`src/hw/rtl/fbb_pkg.sv`:
```
// Shared types and constants of the free block bitmap.
// Used by the controller, the datapath and the top level; depends on nothing.
package fbb_pkg;

    localparam int BYTE_BITS = 8;

    localparam logic [1:0] KIND_CHECK = 2'd0;
    localparam logic [1:0] KIND_WRITE = 2'd1;
    localparam logic [1:0] KIND_LIST  = 2'd2;

    typedef enum logic [2:0] {
        ST_IDLE,
        ST_SINGLE,
        ST_LIST,
        ST_RECOUNT
    } fbb_state_t;

    // Commands from the controller to the datapath.
    typedef struct packed {
        logic item_load;
        logic cfg_load;
        logic single_fire;
        logic list_fire;
        logic none_fire;
        logic row_advance;
        logic rc_accum;
    } fbb_cmd_t;

    // Status from the datapath to the controller.
    typedef struct packed {
        logic out_free;
        logic row_has_free;
        logic count_zero;
        logic list_last;
        logic rc_done;
    } fbb_stat_t;

endpackage

```
`src/hw/rtl/fbb_controller.sv`:
```
// Sequencing state machine of the free block bitmap.
// Depends on fbb_pkg; drives the datapath through fbb_cmd_t commands.
module fbb_controller (
    input  logic              clk,
    input  logic              rst_n,
    input  logic              in_valid,
    output logic              in_ready,
    input  logic [1:0]        kind,
    input  logic              cfg_valid,
    output logic              cfg_ready,
    input  fbb_pkg::fbb_stat_t stat,
    output fbb_pkg::fbb_cmd_t  cmd
);
    import fbb_pkg::*;

    fbb_state_t state_reg;
    fbb_state_t state_next;

    always_ff @(posedge clk or negedge rst_n)
    begin
        if (!rst_n)
        begin
            state_reg <= ST_IDLE;
        end
        else
        begin
            state_reg <= state_next;
        end
    end

    always_comb
    begin
        state_next = state_reg;
        cmd        = '0;
        in_ready   = 1'b0;
        cfg_ready  = 1'b0;
        case (state_reg)
            ST_IDLE:
            begin
                cfg_ready = 1'b1;
                in_ready  = !cfg_valid;
                if (cfg_valid)
                begin
                    cmd.cfg_load = 1'b1;
                    state_next   = ST_RECOUNT;
                end
                else if (in_valid)
                begin
                    cmd.item_load = 1'b1;
                    state_next    = (kind == KIND_LIST) ? ST_LIST : ST_SINGLE;
                end
            end
            ST_SINGLE:
            begin
                if (stat.out_free)
                begin
                    cmd.single_fire = 1'b1;
                    state_next      = ST_IDLE;
                end
            end
            ST_LIST:
            begin
                if (stat.count_zero)
                begin
                    if (stat.out_free)
                    begin
                        cmd.none_fire = 1'b1;
                        state_next    = ST_IDLE;
                    end
                end
                else if (stat.row_has_free)
                begin
                    if (stat.out_free)
                    begin
                        cmd.list_fire = 1'b1;
                        if (stat.list_last)
                        begin
                            state_next = ST_IDLE;
                        end
                    end
                end
                else
                begin
                    cmd.row_advance = 1'b1;
                end
            end
            ST_RECOUNT:
            begin
                cmd.rc_accum = 1'b1;
                if (stat.rc_done)
                begin
                    state_next = ST_IDLE;
                end
            end
            default:
            begin
                state_next = ST_IDLE;
            end
        endcase
    end

endmodule

```
`src/hw/rtl/fbb_datapath.sv`:
```
// Map memory, free counter, list scanner and output register of the free block bitmap.
// Depends on fbb_pkg; obeys fbb_cmd_t commands from fbb_controller.
module fbb_datapath #(
    parameter int MAX_BYTES = 8
) (
    input  logic               clk,
    input  logic               rst_n,
    input  fbb_pkg::fbb_cmd_t  cmd,
    output fbb_pkg::fbb_stat_t stat,
    input  logic [1:0]         kind,
    input  logic [5:0]         bit_index,
    input  logic               write_value,
    input  logic [3:0]         active_bytes,
    input  logic               out_ready,
    output logic               out_valid,
    output logic               bit_value,
    output logic [5:0]         free_index,
    output logic               found,
    output logic [6:0]         free_count,
    output logic               out_of_range,
    output logic               last
);
    import fbb_pkg::*;

    localparam int ROWS = MAX_BYTES;
    localparam int ROW_W = (ROWS > 1) ? $clog2(ROWS) : 1;
    localparam logic [3:0] MAX_B = 4'(MAX_BYTES);
    localparam logic [ROW_W-1:0] LAST_ROW = ROW_W'(ROWS - 1);

    logic [BYTE_BITS-1:0] mem [ROWS];
    logic [ROWS-1:0]      row_vld_reg;
    logic [BYTE_BITS-1:0] rdata_reg;

    logic [1:0]           item_kind_reg;
    logic [5:0]           item_idx_reg;
    logic                 item_wv_reg;
    logic [3:0]           active_reg;
    logic [6:0]           count_reg;
    logic [6:0]           count_next;
    logic [ROW_W-1:0]     row_ptr_reg;
    logic [BYTE_BITS-1:0] taken_reg;
    logic [6:0]           emit_cnt_reg;

    logic                 out_valid_reg;
    logic                 bit_value_reg;
    logic [5:0]           free_index_reg;
    logic                 found_reg;
    logic [6:0]           free_count_reg;
    logic                 oor_reg;
    logic                 last_reg;

    logic                 rd_en;
    logic [ROW_W-1:0]     rd_addr;
    logic                 wr_en;
    logic [ROW_W-1:0]     wr_addr;
    logic [BYTE_BITS-1:0] wr_data;
    logic                 oor;
    logic                 cur_bit;
    logic [BYTE_BITS-1:0] free_bits;
    logic [2:0]           low_idx;
    logic [3:0]           row_free;
    logic                 in_active;
    logic [3:0]           cfg_clamped;
    logic                 fire;

    assign oor       = {1'b0, item_idx_reg} >= {active_reg, 3'b000};
    assign cur_bit   = rdata_reg[item_idx_reg[2:0]];
    assign free_bits = ~rdata_reg & ~taken_reg;
    assign in_active = 4'(row_ptr_reg) < active_reg;
    assign wr_en     = cmd.single_fire && (item_kind_reg == KIND_WRITE) && !oor;
    assign wr_addr   = item_idx_reg[3 +: ROW_W];
    assign fire      = cmd.single_fire || cmd.list_fire || cmd.none_fire;

    always_comb
    begin
        wr_data = rdata_reg;
        wr_data[item_idx_reg[2:0]] = item_wv_reg;
    end

    // Lowest free bit of the current row that has not been listed yet.
    always_comb
    begin
        low_idx = 3'd0;
        for (int i = BYTE_BITS - 1; i >= 0; i--)
        begin
            if (free_bits[i])
            begin
                low_idx = 3'(i);
            end
        end
    end

    always_comb
    begin
        row_free = 4'd0;
        for (int i = 0; i < BYTE_BITS; i++)
        begin
            row_free = row_free + {3'd0, ~rdata_reg[i]};
        end
    end

    always_comb
    begin
        if (active_bytes == 4'd0)
        begin
            cfg_clamped = 4'd1;
        end
        else if (active_bytes > MAX_B)
        begin
            cfg_clamped = MAX_B;
        end
        else
        begin
            cfg_clamped = active_bytes;
        end
    end

    always_comb
    begin
        rd_en   = 1'b0;
        rd_addr = '0;
        if (cmd.item_load)
        begin
            rd_en   = 1'b1;
            rd_addr = (kind == KIND_LIST) ? '0 : bit_index[3 +: ROW_W];
        end
        else if (cmd.cfg_load)
        begin
            rd_en = 1'b1;
        end
        else if (cmd.row_advance || cmd.rc_accum)
        begin
            rd_en   = 1'b1;
            rd_addr = row_ptr_reg + ROW_W'(1);
        end
    end

    // The free count is kept exact: set by a recount pass, stepped on each in-range write that changes a bit.
    always_comb
    begin
        count_next = count_reg;
        if (cmd.cfg_load)
        begin
            count_next = '0;
        end
        else if (cmd.rc_accum && in_active)
        begin
            count_next = count_reg + 7'(row_free);
        end
        else if (wr_en && (cur_bit != item_wv_reg))
        begin
            count_next = item_wv_reg ? count_reg - 7'd1 : count_reg + 7'd1;
        end
    end

    // Rows never written read as all in use.
    always_ff @(posedge clk)
    begin
        if (wr_en)
        begin
            mem[wr_addr] <= wr_data;
        end
        if (rd_en)
        begin
            rdata_reg <= row_vld_reg[rd_addr] ? mem[rd_addr] : {BYTE_BITS{1'b1}};
        end
    end

    always_ff @(posedge clk)
    begin
        if (cmd.item_load)
        begin
            item_kind_reg <= kind;
            item_idx_reg  <= bit_index;
            item_wv_reg   <= write_value;
        end
        if (fire)
        begin
            bit_value_reg  <= 1'b0;
            free_index_reg <= '0;
            found_reg      <= 1'b0;
            free_count_reg <= count_reg;
            oor_reg        <= 1'b0;
            last_reg       <= 1'b1;
            if (cmd.single_fire)
            begin
                bit_value_reg  <= (item_kind_reg == KIND_CHECK) && !oor && cur_bit;
                free_count_reg <= count_next;
                oor_reg        <= ((item_kind_reg == KIND_CHECK) ||
                                   (item_kind_reg == KIND_WRITE)) && oor;
            end
            if (cmd.list_fire)
            begin
                free_index_reg <= 6'({row_ptr_reg, low_idx});
                found_reg      <= 1'b1;
                last_reg       <= stat.list_last;
            end
        end
    end

    always_ff @(posedge clk or negedge rst_n)
    begin
        if (!rst_n)
        begin
            row_vld_reg   <= '0;
            active_reg    <= MAX_B;
            count_reg     <= '0;
            row_ptr_reg   <= '0;
            taken_reg     <= '0;
            emit_cnt_reg  <= '0;
            out_valid_reg <= 1'b0;
        end
        else
        begin
            if (wr_en)
            begin
                row_vld_reg[wr_addr] <= 1'b1;
            end
            if (cmd.cfg_load)
            begin
                active_reg <= cfg_clamped;
            end
            count_reg <= count_next;
            if (cmd.item_load || cmd.cfg_load)
            begin
                row_ptr_reg <= '0;
                taken_reg   <= '0;
            end
            else if (cmd.row_advance || cmd.rc_accum)
            begin
                row_ptr_reg <= row_ptr_reg + ROW_W'(1);
                taken_reg   <= '0;
            end
            else if (cmd.list_fire)
            begin
                taken_reg <= taken_reg | (BYTE_BITS'(1) << low_idx);
            end
            if (cmd.item_load)
            begin
                emit_cnt_reg <= '0;
            end
            else if (cmd.list_fire)
            begin
                emit_cnt_reg <= emit_cnt_reg + 7'd1;
            end
            if (fire)
            begin
                out_valid_reg <= 1'b1;
            end
            else if (out_ready)
            begin
                out_valid_reg <= 1'b0;
            end
        end
    end

    assign stat.out_free     = !out_valid_reg || out_ready;
    assign stat.row_has_free = |free_bits;
    assign stat.count_zero   = (count_reg == 7'd0);
    assign stat.list_last    = ((emit_cnt_reg + 7'd1) == count_reg);
    assign stat.rc_done      = (row_ptr_reg == LAST_ROW);

    assign out_valid    = out_valid_reg;
    assign bit_value    = bit_value_reg;
    assign free_index   = free_index_reg;
    assign found        = found_reg;
    assign free_count   = free_count_reg;
    assign out_of_range = oor_reg;
    assign last         = last_reg;

endmodule

```
`src/hw/rtl/free_block_bitmap.sv`:
```
// Free block bitmap: usage map of MAX_BYTES*8 blocks with check, write and list.
// Top level; instantiates fbb_controller and fbb_datapath, uses fbb_pkg.
//
// Usage: an input transaction (kind, bit_index, write_value) is taken when
// in_valid and in_ready are high. A check or write returns one result; its
// result register is loaded once the output register is free, and the next
// item is taken after that.
// A list returns one result per free block in ascending order, the last one
// marked, or one result with found low when nothing is free. Free indices
// within one map byte come out one per cycle unless the receiver stalls; each
// map byte without a free bit left costs an extra one-byte map memory read.
// A write on the cfg channel sets active_bytes; the block then recounts the
// free blocks, one map byte per cycle, and holds in_ready low until the pass ends.
// After reset every block is in use, the free count is zero and all
// MAX_BYTES bytes are active. When the receiver holds out_ready low, the
// result stays in the output register and the block waits for it.
module free_block_bitmap #(
    parameter int MAX_BYTES = 8
) (
    input  logic       clk,
    input  logic       rst_n,
    input  logic       in_valid,
    output logic       in_ready,
    input  logic [1:0] kind,
    input  logic [5:0] bit_index,
    input  logic       write_value,
    input  logic       cfg_valid,
    output logic       cfg_ready,
    input  logic [3:0] active_bytes,
    output logic       out_valid,
    input  logic       out_ready,
    output logic       bit_value,
    output logic [5:0] free_index,
    output logic       found,
    output logic [6:0] free_count,
    output logic       out_of_range,
    output logic       last
);
    import fbb_pkg::*;

    fbb_cmd_t  cmd;
    fbb_stat_t stat;

    fbb_controller u_ctrl (
        .clk       (clk),
        .rst_n     (rst_n),
        .in_valid  (in_valid),
        .in_ready  (in_ready),
        .kind      (kind),
        .cfg_valid (cfg_valid),
        .cfg_ready (cfg_ready),
        .stat      (stat),
        .cmd       (cmd)
    );

    fbb_datapath #(
        .MAX_BYTES (MAX_BYTES)
    ) u_dp (
        .clk          (clk),
        .rst_n        (rst_n),
        .cmd          (cmd),
        .stat         (stat),
        .kind         (kind),
        .bit_index    (bit_index),
        .write_value  (write_value),
        .active_bytes (active_bytes),
        .out_ready    (out_ready),
        .out_valid    (out_valid),
        .bit_value    (bit_value),
        .free_index   (free_index),
        .found        (found),
        .free_count   (free_count),
        .out_of_range (out_of_range),
        .last         (last)
    );

endmodule

```
`config.mk`:
```
export PLATFORM = sky130hd
export DESIGN_NAME = free_block_bitmap
export DESIGN_NICKNAME = d
export VERILOG_FILES = /design/src/hw/rtl/fbb_pkg.sv /design/src/hw/rtl/fbb_controller.sv /design/src/hw/rtl/fbb_datapath.sv /design/src/hw/rtl/free_block_bitmap.sv
export SDC_FILE = /design/constraint.sdc
export NUM_CORES = 1
export LEC_CHECK = 0
export BUFFER_PORTS_ARGS = -buffer_cell sky130_fd_sc_hd__buf_2
export CORE_UTILIZATION = 35
export CTS_BUF_LIST = sky130_fd_sc_hd__clkbuf_4
export DETAILED_ROUTE_END_ITERATION = 16
export GPL_TIMING_DRIVEN = 0
export PLACE_DENSITY = 0.56
export SETUP_SLACK_MARGIN = 0.1
export SYNTH_ARGS = -nofsm -noshare
export SYNTH_HDL_FRONTEND = slang
export SYNTH_SLANG_ARGS = --single-unit
```
`constraint.sdc`:
```
create_clock -name clk -period 11.04 [get_ports clk]
set_clock_uncertainty 0.05 [all_clocks]
set_input_delay 1.104 -clock clk [delete_from_list [all_inputs] [get_ports clk]]
set_output_delay 1.104 -clock clk [all_outputs]
set_load 0.02 [all_outputs]
```
# Yosys cells after proc, flatten, opt, wreduce, memory -nomap -nowiden

Memories as Yosys holds them, arrays and structs flattened. A register that Yosys moved wholly into a read port is not among the register bits.
Cells that the tools add are included.

Add/subtract/negate cells: 12
Magnitude comparators: 8
Equality and inequality tests: 13
Shifts and indexed selects: 1
Muxes and demuxes: 68
Bitwise logic cells: 13
Reduce and logical (&&, ||, !) cells: 29

Operators by type and width:

| cell                                                                         | count |
|---|---|
| 3-bit 2-to-1 mux                                                             | 23 |
| 7-bit 2-to-1 mux                                                             | 7 |
| 1-bit 2-to-1 mux                                                             | 25 |
| 4-bit by 1-bit adder with 4-bit output                                       | 6 |
| 8-bit 2-to-1 mux                                                             | 3 |
| 8-bit NOT                                                                    | 2 |
| 8-bit OR                                                                     | 2 |
| 7-bit by 1-bit adder with 7-bit output, second input constant                | 2 |
| 3-bit by 4-bit less-than comparator with 1-bit output, second input constant | 3 |
| 3-bit inequality test, second input constant                                 | 4 |
| 3-bit one-hot mux with 4 select lines                                        | 1 |
| 1-bit logical AND                                                            | 9 |
| 8-bit bitwise AND                                                            | 1 |
| 8-bit bitwise mux                                                            | 1 |
| 4-bit 2-to-1 mux                                                             | 2 |
| 1-bit NOT                                                                    | 8 |
| 8-bit OR reduction                                                           | 1 |
| 1-bit by 3-bit << shifter with 8-bit output, first input constant            | 1 |
| 7-bit by 4-bit adder with 7-bit output                                       | 1 |
| 7-bit == test                                                                | 1 |
| 6-bit by 7-bit greater-or-equal comparator with 1-bit output                 | 1 |
| 7-bit zero test                                                              | 1 |
| 7-bit by 1-bit subtractor with 7-bit output, second input constant           | 1 |
| 1-bit binary-select mux with 3-bit select                                    | 2 |
| 22 further kinds                                                             | 36 |

Register bits after elaboration: 67
Memory bits (writable): 64
Output and inout bits: 20
Memories: 1

Memories:

| memory   | depth | width | rd ports | clocked after memory_dff | write ports | line               | text |
|---|---|---|---|---|---|---|---|
| u_dp.mem | 8     | 8     | 1        | 1                        | 1           | fbb_datapath.sv:30 | `logic [BYTE_BITS-1:0] mem [ROWS];` |

# Logic depth before layout (Yosys ltp)

Depth in word-level cells: 15
Depth in mapped cells: 15

# Cells and area by module

A second synthesis with hierarchy kept.

Cells, all modules: 534
Area total of the unflattened synthesis: 6912.9 um2

By module, submodules not included:

| module         | times used | cells an instance | area an instance (um2) | seq. area each (um2) |
|---|---|---|---|---|
| fbb_datapath   | 1          | 503               | 6667.6                 | 3895.0 |
| fbb_controller | 1          | 31                | 245.2                  | 75.1 |

# Worst setup path after synthesis

No wires, ideal clock.

Path type: register to register
Start point: register u_dp.rdata_reg[0], read port of u_dp.mem
End point: register u_dp.count_reg[5]
Library setup time: 0.078 ns
Arrival time: 3.775 ns
Required time: 10.912 ns
Slack: 7.138 ns
Cell stages (with the launch flop): 16
Path buffers: 0
Cells stage by stage: edfxtp_1 inv_1 ha_1 fa_1 fa_1 fa_1 inv_1 fa_1 inv_1 ha_1 a21o_1 a21oi_1 nor2b_1 o21ai_0 o221ai_1 a21oi_1

Word-level cells in the longest chain between the ends: 11

Ends and longest elaborated chain:

| what                                                | line                | text |
|---|---|---|
| start, declared                                     | fbb_datapath.sv:32  | `logic [BYTE_BITS-1:0] rdata_reg;` |
| 1-bit NOT                                           | fbb_datapath.sv:98  | `row_free = row_free + {3'd0, ~rdata_reg[i]};` |
| 1-bit by 1-bit adder with 2-bit output              | fbb_datapath.sv:98  |  |
| 4-bit by 1-bit adder with 4-bit output (6 in a row) | fbb_datapath.sv:98  |  |
| 7-bit by 4-bit adder with 7-bit output              | fbb_datapath.sv:148 | `count_next = count_reg + 7'(row_free);` |
| 7-bit 2-to-1 mux *                                  | fbb_datapath.sv:146 | `else if (cmd.rc_accum && in_active)` |
| 7-bit 2-to-1 mux *                                  | fbb_datapath.sv:142 | `if (cmd.cfg_load)` |
| named net u_dp.count_next[5]                        | fbb_datapath.sv:39  | `logic [6:0] count_next;` |
| end signal, assigned                                | fbb_datapath.sv:223 | `count_reg <= count_next;` |
| end, declared                                       | fbb_datapath.sv:38  | `logic [6:0] count_reg;` |

The timed path passes the listed nets; every way through them passes the cells marked *. The select of a mux whose other input is x is not followed.
A chain may end at the register's enable or synchronous reset.

# Worst setup path after layout

Start point: register u_dp.rdata_reg[1], read port of u_dp.mem
End point: register u_dp.count_reg[5]

Same word-level chain as after synthesis.

==> flow_metrics.tcl <==
set metrics [dict create \
    status "completed" \
    setup_viol 0 \
    critical_path.endpoint "u_dp.count_reg[5]" \
    grt_pass1_wl_um 26700 \
    fin_tns_setup_ns 0 \
    max_freq_mhz 234 \
    final_common_cell "edfxtp_1" \
    startpoint_type "register" \
    place_hpwl_um 12100 \
    row_count 51 \
    viasPerCell 5.36 \
    die_area_um2 20900 \
    drt_iter0_markers 361 \
    worst_pin_slew_ns 1.13 \
    seq_area_frac_synth_pct 55.8 \
    ir_drop_v 0.000103 \
    hp-class "reg -> reg" \
    synth-async-reset-ratio_pct 29.5 \
    antenna_found_initial 1 \
    r2r_cells 15 \
    grt_pass1_vias 4793 \
    startpoint "u_dp.rdata_reg[1]" \
    grt_start_max_net_pins 42 \
    cts_htree_levels 4 \
    wl_per_cell_um 18.5 \
    fin_area_um2 8050 \
    cts-root-buf "clkbuf_4" \
    syn-num-nets 636 \
    multi_input_area_um2 2950 \
    arrival_ns 4.71 \
    largest_reg_flops 64 \
    r2r-end "u_dp.count_reg[5]" \
    synthFlopType "edfxtp_1" \
    mostFrequentLayoutCells "98 x edfxtp_1, 66 x nand2_1, 52 x a21oi_1, 45 x buf_2, 40 x dfrtp_1" \
    globalplace.congestion 0.863 \
    yosysWarnings 0 \
    cts_sinks 139 \
    clk_path_buf_depth 2 \
    ctsHoldBuffers 0 \
    synth.distinct_cells 81 \
    grt-ovfl-total 0 \
    drt-pass1-iter-count 5 \
    crit_type "reg -> reg" \
    regMostFlops "u_dp.mem" \
    grt_use_total_pct 17.6 \
    post_cts_resize_count 0 \
    synth-seq-cells 139 \
    finalCritPeriodShare_pct 38.7 \
    crit_fanout 5 \
    clock_latency_ns 0.56 \
    numCtsBuffers 17 \
    area_growth_pct 13.2 \
    min_period_ns 4.27 \
    pin_count 38 \
    finalMaxSlewViolations 0 \
    ant_nets 0 \
    clkTransAtPathRegs_ns 0.15 \
    instances_no_fill 932 \
    nets 698 \
    setup.worst_path.end_class "register" \
    port-buffer-count 37 \
    max-slew-margin-rel_pct 24.6 \
    die_h_um 145 \
    dp_cells 899 \
    fp.dieW_um 145 \
    worst_ep_required_time_ns 11.48 \
    rsz0062_at_grt "false" \
    cts_tree "done" \
    drive_above_1_share_pct 23.1 \
    cts_setup_buffers 0 \
    synth_edf_count 98 \
    synth_area_um2 7110 \
    synth_cells 591 \
    seq_area_um2 3970 \
    core_area_um2 19700 \
    rr_startpoint "u_dp.rdata_reg[1]" \
    vias 4995 \
    r2r_slack_ns 6.77 \
    wirelength_um 17200 \
    maxCapViolCount 0 \
    syn_avg_cell_area_um2 12.0 \
    p_leak_nw 3.09 \
    fill_cells 1858 \
    power-per-cell-area_nw_per_um2 193 \
    start_util_pct 36.1 \
    drc 0 \
    place_area_um2 7730 \
    hold_viol 0 \
]
-- metrics by stage --
step	util (%)	power (W)	setup slack [ns]	hold WS (ns)
6_report	40.8	0.00156	6.77	0.440
3_5_place_dp	39.2	0.00121	6.85	0.402
3_3_place_gp	38.7	0.00119	6.55	0.403
2_1_floorplan	-	0.00106	7.14	0.389
4_1_cts	40.8	0.00157	6.79	0.443
5_1_grt	40.8	0.00165	6.58	0.465
-- cell families after synthesis --
group                      share of synthesized area, %
xor gates and xnor gates                           2.22
adders and majority gates                          5.38
AOI/OAI and AO/OA                                  16.3
muxes                                              3.06
DFF                                                55.8
other                                            0.0527
buffers and inverters                              3.36
and+or+nand+nor                                    13.8
-- synth_stat cells (4+ instances only) --
cell type,instances,area share (%)
a21o_1,8,0.84
a21oi_1,52,3.7
a22o_1,18,2.2
a31oi_1,6,0.53
and2_1,8,0.70
buf_2,8,0.56
buf_4,5,0.53
buf_6,6,0.95
dfrtp_1,40,14
edfxtp_1,98,41
fa_1,6,1.7
ha_1,21,3.7
inv_1,21,1.1
mux2_2,7,1.1
nand2_1,66,3.5
nand2b_1,6,0.53
nand3_1,10,0.70
nand3b_1,5,0.53
nor2_1,33,1.7
nor2b_1,8,0.70
nor3_1,11,0.77
nor3b_1,4,0.42
o211ai_1,8,0.84
o21ai_0,22,1.5
o22ai_1,6,0.53
o31ai_1,5,0.53
or2_2,9,0.79
xnor2_1,10,1.2
xor2_1,8,0.99
-- critical path: stages (launching register included) --
cell and delay, ns:
edfxtp_1 0.50, inv_1 0.16, ha_1 0.27, fa_1 0.53, fa_1 0.44, fa_1 0.43, inv_1 0.08, fa_1 0.40
inv_1 0.11, ha_1 0.24, a21o_1 0.15, a21oi_1 0.22, nor2b_1 0.07, o21ai_0 0.24, o221ai_1 0.16, a21oi_1 0.14
-- power by group --
part / internal [W] / total [W] / switching, W
registers: 0.000639 / 0.000700 / 0.0000605
clock network: 0.000111 / 0.000352 / 0.000241
logic: 0.000199 / 0.000504 / 0.000305
total: 0.000949 / 0.00156 / 0.000607
-- layer usage --
| layer | up-vias | routed length (µm) | track usage (%) |
|---|---|---|---|
| met1 | 2451 | 7710 | 23.1 |
| met5 | - | 0 | 0 |
| met2 | 169 | 8250 | 28.6 |
| li1 | 2345 | - | - |
| met4 | 0 | 376 | 6.37 |
| met3 | 30 | 899 | 3.64 |
-- layout make-up --
| class | count | area share (%) |
|---|---|---|
| Tap cell | 265 | 4.12 |
| Inverter | 23 | 1.07 |
| Multi-Input combinational cell | 408 | 36.6 |
| Clock inverter | 15 | 2.38 |
| Clock buffer | 17 | 1.59 |
| Sequential cell | 139 | 49.3 |
| Timing Repair Buffer | 43 | 3.00 |
| Antenna cell | 1 | 0.0311 |
| Buffer | 21 | 1.90 |
-- how the worst min path moves through the flow --
stage / endpoint / startpoint / depth (start not counted) / slack (ns)
floorplan: u_dp.row_vld_reg[0] / u_dp.row_vld_reg[0] / 1 / 0.39
global placement: u_dp.row_vld_reg[0] / u_dp.row_vld_reg[0] / 1 / 0.40
detailed placement: u_dp.row_vld_reg[0] / u_dp.row_vld_reg[0] / 1 / 0.40
CTS: u_dp.row_vld_reg[0] / u_dp.row_vld_reg[0] / 1 / 0.44
global route: u_dp.row_vld_reg[3] / u_dp.row_vld_reg[3] / 1 / 0.46
finish: u_dp.row_vld_reg[4] / u_dp.row_vld_reg[4] / 1 / 0.44
(Power assumes the default switching activity.)
